--- src/rtl/rhsi_fifo.sv ---
// Small show-ahead queue on flops, DEPTH a power of two.
// Uses nothing from the package.
module rhsi_fifo #(
   parameter int WIDTH = 8,
   parameter int DEPTH = 4
) (
   input  logic             clock,
   input  logic             reset,
   input  logic             push,
   input  logic [WIDTH-1:0] push_data,
   output logic             full,
   input  logic             pop,
   output logic             empty,
   output logic [WIDTH-1:0] pop_data
);
   localparam int AW = (DEPTH > 1) ? $clog2(DEPTH) : 1;
   localparam int CW = $clog2(DEPTH + 1);

   logic [WIDTH-1:0] mem [DEPTH];
   logic [AW-1:0]    wr_ff, wr_in, rd_ff, rd_in;
   logic [CW-1:0]    count_ff, count_in;
   logic             do_push, do_pop;

   assign full     = (count_ff == CW'(DEPTH));
   assign empty    = (count_ff == '0);
   assign do_push  = push && !full;
   assign do_pop   = pop && !empty;
   assign pop_data = mem[rd_ff];

   always_comb begin
      wr_in    = do_push ? wr_ff + AW'(1) : wr_ff;
      rd_in    = do_pop ? rd_ff + AW'(1) : rd_ff;
      count_in = count_ff + CW'(do_push) - CW'(do_pop);
   end

   always_ff @(posedge clock) begin
      if (reset) begin
         wr_ff    <= '0;
         rd_ff    <= '0;
         count_ff <= '0;
      end else begin
         wr_ff    <= wr_in;
         rd_ff    <= rd_in;
         count_ff <= count_in;
      end
   end

   always_ff @(posedge clock) begin
      if (do_push) begin
         mem[wr_ff] <= push_data;
      end
   end

   a_count_bound: assert property (@(posedge clock) disable iff (reset)
      count_ff <= CW'(DEPTH))
      else $error("queue occupancy above depth");

endmodule

--- config.mk ---
export PLATFORM = sky130hd
export DESIGN_NAME = rhsi_fifo
export DESIGN_NICKNAME = d
export VERILOG_FILES = /design/src/rtl/rhsi_fifo.sv
export SDC_FILE = /design/constraint.sdc
export NUM_CORES = 1
export LEC_CHECK = 0
export BUFFER_PORTS_ARGS = -buffer_cell sky130_fd_sc_hd__buf_2
export CAP_MARGIN = 20
export CORE_MARGIN = 3
export CORE_UTILIZATION = 35
export CTS_BUF_LIST = sky130_fd_sc_hd__clkbuf_16
export CTS_CLUSTER_SIZE = 30
export DETAILED_ROUTE_END_ITERATION = 8
export GPL_TIMING_DRIVEN = 0
export REMOVE_ABC_BUFFERS = 1
export SLEW_MARGIN = 20
export SYNTH_ARGS = -nofsm -noshare
export SYNTH_HDL_FRONTEND = slang
export SYNTH_SLANG_ARGS = --single-unit
--- constraint.sdc ---
create_clock -name clock -period 3.1 [get_ports clock]
set_input_delay 0.93 -clock clock [delete_from_list [all_inputs] [get_ports clock]]
set_output_delay 0.93 -clock clock [all_outputs]
set_load 0.01 [all_outputs]
; Yosys cells after proc, flatten, opt, wreduce, memory -nomap -nowiden
; Memories as Yosys holds them, arrays and structs flattened. A register that Yosys moved wholly into a read port is not among the register bits.
; Index checks and enable logic that the tools add are counted.
[totals]
reg_bits = 7
mem_bits_rw = 32
out_inout_bits = 10
wordCells = 18
memories = 1
[op_classes]
addsub = 4
n_eq_ne = 1
n_mux = 4
n_reduce_logical = 5
[mem_list]
columns = memory, words, word_bits, read_ports, rd_ports_with_merged_regs, write_ports, line
row1 = mem, 4, 8, 1, 1, 1, 19  ; logic [WIDTH-1:0] mem [DEPTH];
[ops]
columns = op, n
row1 = $add A2 B1 Y2 const B, 2
row2 = $mux W2, 2
row3 = $add A3 B1 Y3, 1
row4 = $eq A3 B3 Y1 const B, 1
row5 = $logic_not A3 Y1, 1
row6 = $sub A3 B1 Y3, 1
row7 = $logic_and A1 B1 Y1, 2
row8 = $logic_not A1 Y1, 2
row9 = $mux W1, 2

; Longest topological paths before layout
; Gate-level depths: netlist of the first run.
[logic_depth]
word_depth = 5
ltp_mapped = 10
mapped_depth_nobuf = 10

; Worst setup path after synthesis of the first run
; Ideal clock, no wire load.
[synth_timing]
path_type = input-to-reg
from = in push
to = reg count_ff[2]
setup_ns = 0.125
arrival_ns = 2.378
setup_slack_ns = 0.597
cell_stages = 10
n_path_buf = 0
path_cell_list = inv_1 > nor2_2 > inv_1 > ha_1 > inv_1 > ha_1 > fa_1 > xnor2_1 > xnor2_1 > nor2_1
[synth_via]
elab_chain_len = 3
[synth_rtl]
columns = element, line
row1 = from (decl), 9  ; input logic push,
row2 = $logic_and A1 B1 Y1, 26  ; assign do_push = push && !full;
row3 = $add A3 B1 Y3, 33  ; count_in = count_ff + CW'(do_push) - CW'(do_pop);
row4 = $sub A3 B1 Y3, 33
row5 = to (signal assigned), 44  ; count_ff <= count_in;
row6 = to (decl), 21  ; logic [CW-1:0] count_ff, count_in;
; Every way passes these cells.
; A chain may end at the register's enable or synchronous reset.

==> run_summary.xml, run 1 <==
<?xml version="1.0" encoding="UTF-8"?>
<metrics>
  <group name="clock_tree">
    <metric name="clk_pin_slew_worst_paths" unit="ps">60</metric>
    <metric name="cts_buffers" unit="">5</metric>
    <metric name="cts_hold_buffers" unit="">0</metric>
    <metric name="cts_max_path_buffers" unit="">2</metric>
    <metric name="number_of_setup_buffers_added_after_cts" unit="">0</metric>
    <metric name="tritoncts" unit="">done</metric>
    <metric name="worstSkewPairLatency" unit="ps">280</metric>
    <metric name="clkSinkCount" unit="">41</metric>
    <metric name="clock-root-buffer" unit="">sky130_fd_sc_hd__clkbuf_16</metric>
    <metric name="htree_levels" unit="">2</metric>
    <metric name="postCtsResizedCells" unit="">0</metric>
  </group>
  <group name="placed_design">
    <metric name="port_buffers" unit="">21</metric>
    <metric name="detailedPlacementHpwl" unit="µm">1840</metric>
    <metric name="dp_slack" unit="ps">361</metric>
    <metric name="dp_cells" unit="">163</metric>
    <metric name="place_congestion" unit="">0.735</metric>
  </group>
  <group name="setup_path">
    <metric name="worst-path-max-fanout" unit="">8</metric>
    <metric name="path_class" unit="">reg2out</metric>
    <metric name="end_kind" unit="">primary output</metric>
    <metric name="worstSetupStartpointType" unit="">register</metric>
    <metric name="worst_ep_arrival_time" unit="ps">1680</metric>
    <metric name="critical_path.top_delay_family" unit="">flip-flops</metric>
    <metric name="crit-reg2reg-launch" unit="">count_ff[1]</metric>
    <metric name="crit_path_cell_trace" unit="">mux4_2, buf_2</metric>
    <metric name="critPathBufInv" unit="">1</metric>
    <metric name="cp.required" unit="ps">2170</metric>
    <metric name="worst_path_largest_cell_delay" unit="ps">670</metric>
    <metric name="critical_path.slowest_cell" unit="">sky130_fd_sc_hd__dfxtp_1</metric>
  </group>
  <group name="timing">
    <metric name="period_minus_slack" unit="ps">2610</metric>
    <metric name="fin_tns_setup" unit="ps">0</metric>
    <metric name="max_slew_margin" unit="%">62.8</metric>
    <metric name="final_min_period_over_clock_period" unit="%">84.3</metric>
    <metric name="timing_max_transition_violations_final" unit="">0</metric>
    <metric name="clock-skew-final" unit="ps">3.30</metric>
    <metric name="fmaxAchievable" unit="MHz">383</metric>
    <metric name="tightestPinTransition" unit="ps">558</metric>
    <metric name="grt_setup_unrepaired" unit="">no</metric>
    <metric name="hold_violations" unit="">0</metric>
    <metric name="setup_slack" unit="ps">486</metric>
    <metric name="setup_violations" unit="">0</metric>
  </group>
  <group name="cells_and_area">
    <metric name="instances_no_fill" unit="">171</metric>
    <metric name="fillCellCount" unit="">415</metric>
    <metric name="area_delta_synth_final" unit="%">19.3</metric>
    <metric name="utilization" unit="%">43.9</metric>
    <metric name="share_of_cells_above_drive_strength_1" unit="%">33.6</metric>
    <metric name="antenna_cells" unit="">0</metric>
    <metric name="nNetsFinal" unit="">137</metric>
  </group>
  <group name="die">
    <metric name="design.portCount" unit="">22</metric>
    <metric name="core_region_area" unit="µm²">4440</metric>
    <metric name="core.rowCount" unit="">24</metric>
    <metric name="die_h" unit="µm">74.3</metric>
    <metric name="die_footprint" unit="µm²">5520</metric>
    <metric name="initial_core_util" unit="%">36.8</metric>
    <metric name="chipWidth" unit="µm">74.3</metric>
  </group>
  <group name="yosys">
    <metric name="library_cell_with_the_highest_instance_count_after_synthesis" unit="">sky130_fd_sc_hd__edfxtp_1</metric>
    <metric name="post_synth_most_frequent_cells" unit="">32 x sky130_fd_sc_hd__edfxtp_1, 9 x sky130_fd_sc_hd__dfxtp_1, 8 x sky130_fd_sc_hd__inv_1, 8 x sky130_fd_sc_hd__mux4_2, 6 x sky130_fd_sc_hd__ha_1</metric>
    <metric name="synth.area.top_cells" unit="">sky130_fd_sc_hd__edfxtp_1 59%, sky130_fd_sc_hd__dfxtp_1 11%, sky130_fd_sc_hd__mux4_2 11%, sky130_fd_sc_hd__ha_1 4.6%, sky130_fd_sc_hd__inv_1 1.8%</metric>
    <metric name="yosys_register_bits" unit="">41</metric>
    <metric name="yosys_warnings" unit="">0</metric>
    <metric name="synth_async_sr_flop_share" unit="%">0</metric>
    <metric name="synth-edff-count" unit="">32</metric>
    <metric name="postSynthCellCount" unit="">93</metric>
    <metric name="yosysUniqueCellTypes" unit="">24</metric>
    <metric name="syn_area_per_cell" unit="µm²">17.6</metric>
    <metric name="netlist.area_leader.share" unit="%">58.8</metric>
    <metric name="post-synth-top-area-cell" unit="">sky130_fd_sc_hd__edfxtp_1</metric>
    <metric name="netlist_area" unit="µm²">1630</metric>
    <metric name="synth_top_flop_cell" unit="">sky130_fd_sc_hd__edfxtp_1</metric>
    <metric name="seq_area_frac_synth" unit="%">69.8</metric>
  </group>
  <group name="global_route">
    <metric name="grt.total_usage" unit="%">11.0</metric>
    <metric name="grt_first_pass_wirelength" unit="µm">4190</metric>
    <metric name="grt_pass1_vias" unit="">864</metric>
    <metric name="antenna_found_initial" unit="">0</metric>
    <metric name="grt_max_degree" unit="">13</metric>
    <metric name="global_route.overflow_total" unit="">0</metric>
  </group>
  <group name="routing">
    <metric name="viasPerCell" unit="">4.73</metric>
    <metric name="vias" unit="">809</metric>
    <metric name="route.antenna.remaining_nets" unit="">0</metric>
    <metric name="drcViolationCount" unit="">0</metric>
    <metric name="route.detailed.wl_per_inst" unit="µm">15.6</metric>
    <metric name="dr.pass1.iters" unit="">3</metric>
    <metric name="initialDrtViolationCount" unit="">33</metric>
    <metric name="final_wl" unit="µm">2660</metric>
  </group>
  <group name="min_path">
    <metric name="hold_path.startpoint" unit="">rd_ff[1]</metric>
    <metric name="worstHoldPathType" unit="">reg2reg</metric>
  </group>
  <group name="power">
    <metric name="ir_worst_vdd" unit="V">0.000261</metric>
    <metric name="power_per_cell_area" unit="nW/µm²">827</metric>
    <metric name="p_leak" unit="nW">0.720</metric>
    <metric name="finalPower" unit="mW">1.61</metric>
  </group>
  <group name="flow_run">
    <metric name="max_cap_viol_count" unit="">0</metric>
  </group>
  <group name="status">
    <metric name="outcome" unit="">complete, no violations</metric>
  </group>
</metrics>
==> worst paths after layout <==
check,endpoint,slack [ps],cells after the start
min,register,490,2
max reg2reg,count_ff[2],900,10
min reg2reg,register,490,2
max,pop_data[6],490,2
==> placed cells by master (no fill, tap or decap), drive strengths merged <==
master,instances
buf,21
mux4,8
ha,6
clkbuf,6
nor2b,2
a21oi,2
edfxtp,32
nor2,4
xnor2,2
dfxtp,9
xor2,1
nand2,1
nand2b,2
o21ai,2
nor3b,1
and2,4
or3,2
fa,1
mux2i,1
nor3,1
o31ai,1
inv,10
==> metrics by stage <==
stage | cell area [µm²] | hold slack [ps]
after detailed placement | 1790 | 489
after global routing | 1950 | 527
after CTS | 1950 | 499
after global placement | 1790 | 472
after floorplan | 1620 | 452
final | 1950 | 489
==> sequential cells by signal (all words and copies together), names as in the netlist, named ones only <==
| name | count |
|---|---|
| count_ff | 3 |
| mem | 32 |
| rd_ff | 2 |
| wr_ff | 2 |
==> area by class of cell <==
| class | instances | area [µm²] | share of cell area [%] |
|---|---|---|---|
| inverter | 8 | 30.0 | 1.54 |
| sequential | 41 | 1140 | 58.5 |
| timing repair buffer | 21 | 105 | 5.39 |
| clock inverter | 2 | 7.51 | 0.385 |
| clock buffer | 6 | 150 | 7.70 |
| tap | 52 | 65.1 | 3.34 |
| multi-input combinational | 41 | 450 | 23.1 |
==> power breakdown <==
part           switching, mW  internal [mW]  total, mW  leakage [nW]
sequential            0.0724          0.670      0.742         0.367
combinational          0.155          0.185      0.339         0.270
clock                  0.189          0.341      0.530        0.0835
==> logic make-up after synthesis <==
logic type	count (synthesis)	share of synthesized area (%)
fa+ha+maj	7	5.82
xor+xnor	3	1.61
compound gates	5	1.99
simple gates	17	6.51
buf+inv	11	2.60
flops	41	69.8
mux	9	11.6
==> metal layers <==
metal  GRT usage (%)  part of all wire, %
met1            11.5                   43
met3            5.54                  5.4
met2            18.2                   50
met5               0                    0
met4            5.34                  2.1
==> worst register-to-register path: stages, from the launching register on <==
cell	delay (ps)
sky130_fd_sc_hd__dfxtp_1	450
sky130_fd_sc_hd__nor3b_2	110
sky130_fd_sc_hd__nor2_2	210
sky130_fd_sc_hd__inv_1	70
sky130_fd_sc_hd__ha_1	270
sky130_fd_sc_hd__inv_1	40
sky130_fd_sc_hd__ha_1	200
sky130_fd_sc_hd__fa_1	380
sky130_fd_sc_hd__xnor2_1	170
sky130_fd_sc_hd__xnor2_1	130
sky130_fd_sc_hd__nor2_1	50
Power figures use the tool's default switching activity.
==> run 2: changes to the inputs <==
==> constraint.sdc (replaced) <==
create_clock -name clock -period 2.4 [get_ports clock]
set_input_delay 0.72 -clock clock [delete_from_list [all_inputs] [get_ports clock]]
set_output_delay 0.72 -clock clock [all_outputs]
set_load 0.01 [all_outputs]
==> run 2 against run 1 <==
Effect of this change: clock power rose by 29%; first-iteration DRC count did not move; sequential power rose by 29%; count of clock-buffer cells in the layout did not move; non-clock buffer count did not move; largest cell class unchanged; largest power group unchanged; highest routed layer unchanged.
==> run_summary.xml, run 2 (synthesized netlist as in run 1, its figures left out) <==
<?xml version="1.0" encoding="UTF-8"?>
<metrics>
  <group name="cells_and_area">
    <metric name="regMostFlops" unit="">mem</metric>
    <metric name="final-seq-area" unit="µm²">1140</metric>
    <metric name="antenna_cells" unit="">0</metric>
    <metric name="share_of_cells_above_drive_strength_1" unit="%">34.5</metric>
    <metric name="nNetsFinal" unit="">137</metric>
    <metric name="largest_register_ffs" unit="">32</metric>
    <metric name="fillCellCount" unit="">416</metric>
    <metric name="final_area" unit="µm²">1950</metric>
    <metric name="reg_top3" unit="">mem x32, count_ff x3</metric>
    <metric name="layout_commonest_cell" unit="">sky130_fd_sc_hd__edfxtp_1</metric>
    <metric name="layout_common_cells" unit="">32 x sky130_fd_sc_hd__edfxtp_1, 21 x sky130_fd_sc_hd__buf_2, 9 x sky130_fd_sc_hd__inv_1, 8 x sky130_fd_sc_hd__mux4_2, 8 x sky130_fd_sc_hd__dfxtp_1</metric>
    <metric name="multi_input_area" unit="µm²">450</metric>
    <metric name="area_delta_synth_final" unit="%">19.4</metric>
  </group>
  <group name="clock_tree">
    <metric name="cts_buffers" unit="">5</metric>
    <metric name="number_of_setup_buffers_added_after_cts" unit="">0</metric>
    <metric name="postCtsResizedCells" unit="">1</metric>
    <metric name="worstSkewPairLatency" unit="ps">280</metric>
    <metric name="cts_hold_buffers" unit="">0</metric>
    <metric name="clock-root-buffer" unit="">sky130_fd_sc_hd__clkbuf_16</metric>
    <metric name="tritoncts" unit="">done</metric>
    <metric name="cts_max_path_buffers" unit="">2</metric>
    <metric name="htree_levels" unit="">2</metric>
    <metric name="clk_pin_slew_worst_paths" unit="ps">60</metric>
    <metric name="clkSinkCount" unit="">41</metric>
  </group>
  <group name="die">
    <metric name="design.portCount" unit="">22</metric>
    <metric name="core_region_area" unit="µm²">4440</metric>
    <metric name="initial_core_util" unit="%">36.8</metric>
    <metric name="chipWidth" unit="µm">74.3</metric>
    <metric name="die_h" unit="µm">74.3</metric>
    <metric name="die_footprint" unit="µm²">5520</metric>
    <metric name="core.rowCount" unit="">24</metric>
  </group>
  <group name="setup_path">
    <metric name="worst_r2r_path_depth" unit="">10</metric>
    <metric name="crit_top_cell" unit="">sky130_fd_sc_hd__inv_1</metric>
    <metric name="worstSetupStartpointType" unit="">input pin</metric>
    <metric name="path_class" unit="">in2reg</metric>
    <metric name="critical_path.top_delay_family" unit="">adder cells</metric>
    <metric name="critical_path_cell_count" unit="">11</metric>
    <metric name="critPathBufInv" unit="">4</metric>
    <metric name="end_kind" unit="">register</metric>
    <metric name="cp.required" unit="ps">2570</metric>
    <metric name="worst_ep_arrival_time" unit="ps">2380</metric>
    <metric name="worst_path_largest_cell_delay" unit="ps">380</metric>
    <metric name="worst-path-max-fanout" unit="">6</metric>
    <metric name="critical_path.slowest_cell" unit="">sky130_fd_sc_hd__fa_1</metric>
    <metric name="crit_path_cell_trace" unit="">buf_2, inv_1, nor2_2, inv_1, ha_1, inv_1, ha_1, fa_1, xnor2_1, xnor2_1, nor2_1</metric>
  </group>
  <group name="routing">
    <metric name="dr.pass1.iters" unit="">3</metric>
    <metric name="vias" unit="">809</metric>
    <metric name="highest-signal-layer" unit="">met4</metric>
    <metric name="wl_met3" unit="µm">145</metric>
    <metric name="route.detailed.wl_per_inst" unit="µm">15.6</metric>
    <metric name="viasPerCell" unit="">4.73</metric>
    <metric name="route.antenna.remaining_nets" unit="">0</metric>
    <metric name="final_wl" unit="µm">2660</metric>
    <metric name="initialDrtViolationCount" unit="">33</metric>
    <metric name="wl_met1" unit="µm">1130</metric>
    <metric name="routed-wl-met2" unit="µm">1330</metric>
    <metric name="drcViolationCount" unit="">0</metric>
  </group>
  <group name="global_route">
    <metric name="antenna_found_initial" unit="">0</metric>
    <metric name="grt.total_usage" unit="%">11.0</metric>
    <metric name="global_route.overflow_total" unit="">0</metric>
    <metric name="grt_pass1_vias" unit="">864</metric>
    <metric name="grt_max_degree" unit="">13</metric>
    <metric name="grt_first_pass_wirelength" unit="µm">4190</metric>
  </group>
  <group name="placed_design">
    <metric name="detailedPlacementHpwl" unit="µm">1840</metric>
    <metric name="place_congestion" unit="">0.735</metric>
    <metric name="postPlaceCellArea" unit="µm²">1790</metric>
    <metric name="port_buffers" unit="">21</metric>
  </group>
  <group name="timing">
    <metric name="period_minus_slack" unit="ps">2210</metric>
    <metric name="setup_violations" unit="">0</metric>
    <metric name="final_min_period_over_clock_period" unit="%">92.2</metric>
    <metric name="tightestPinTransition" unit="ps">455</metric>
    <metric name="grt_setup_unrepaired" unit="">no</metric>
    <metric name="timing_max_transition_violations_final" unit="">0</metric>
    <metric name="clock-skew-final" unit="ps">3.30</metric>
    <metric name="max_slew_margin" unit="%">69.7</metric>
    <metric name="fmaxAchievable" unit="MHz">452</metric>
    <metric name="hold_violations" unit="">0</metric>
    <metric name="timing.hold.ws" unit="ps">489</metric>
    <metric name="fin_tns_setup" unit="ps">0</metric>
  </group>
  <group name="power">
    <metric name="ir_worst_vdd" unit="V">0.000338</metric>
    <metric name="power_per_cell_area" unit="nW/µm²">1070</metric>
    <metric name="p_leak" unit="nW">0.721</metric>
  </group>
  <group name="flow_run">
    <metric name="max_cap_viol_count" unit="">0</metric>
  </group>
  <group name="min_path">
    <metric name="worstHoldPathType" unit="">reg2reg</metric>
    <metric name="hold_depth" unit="">2</metric>
  </group>
  <group name="status">
    <metric name="outcome" unit="">complete, no violations</metric>
  </group>
</metrics>
==> run 2: cell count changes in the layout (fill, tap and decap cells not counted) <==
cell                      change
sky130_fd_sc_hd__dfxtp_1      -1
sky130_fd_sc_hd__dfxtp_2      +1
==> run 2: stage by stage <==
step	setup WS [ps]	cells	utilization, %	power, mW
floorplan	117	90	-	1.27
finish	187	171	43.9	2.08
global route	7.48	171	43.9	2.21
global placement	-53.0	163	40.3	1.41
CTS	148	171	43.9	2.13
detailed placement	-129	163	40.3	1.43
==> run 2: worst paths after layout <==
path,startpoint,endpoint,slack [ps]
min,rd_ff[1],register,490
max reg2reg,count_ff[1],count_ff[2],200
min reg2reg,rd_ff[1],register,490
max,push,count_ff[2],190
==> run 2: routing by layer <==
layer	global-route usage, %	vias to the layer above
met5	0	-
met4	5.34	0
met1	11.5	393
met3	5.54	6
li1	-	391
met2	18.2	19
==> run 2: worst reg2reg max path, stage by stage, from the launching register on <==
cell and delay, ps:
sky130_fd_sc_hd__dfxtp_1 450, sky130_fd_sc_hd__nor3b_2 110, sky130_fd_sc_hd__nor2_2 210, sky130_fd_sc_hd__inv_1 70, sky130_fd_sc_hd__ha_1 270, sky130_fd_sc_hd__inv_1 40, sky130_fd_sc_hd__ha_1 200, sky130_fd_sc_hd__fa_1 380
sky130_fd_sc_hd__xnor2_1 170, sky130_fd_sc_hd__xnor2_1 130, sky130_fd_sc_hd__nor2_1 50
==> run 2: where the power goes <==
| group | switching, mW | leakage [nW] | total, mW | internal, mW |
|---|---|---|---|---|
| Clock | 0.244 | 0.0835 | 0.685 | 0.441 |
| Combinational | 0.200 | 0.270 | 0.439 | 0.239 |
| Sequential | 0.0935 | 0.367 | 0.960 | 0.867 |
==> run 2: final cells by class <==
type,instances,share of cell area (%)
clock buffer,6,7.70
clock inverter,2,0.385
inverter,8,1.54
multi-input combinational,41,23.1
sequential,41,58.6
tap,52,3.34
timing repair buffer,21,5.39
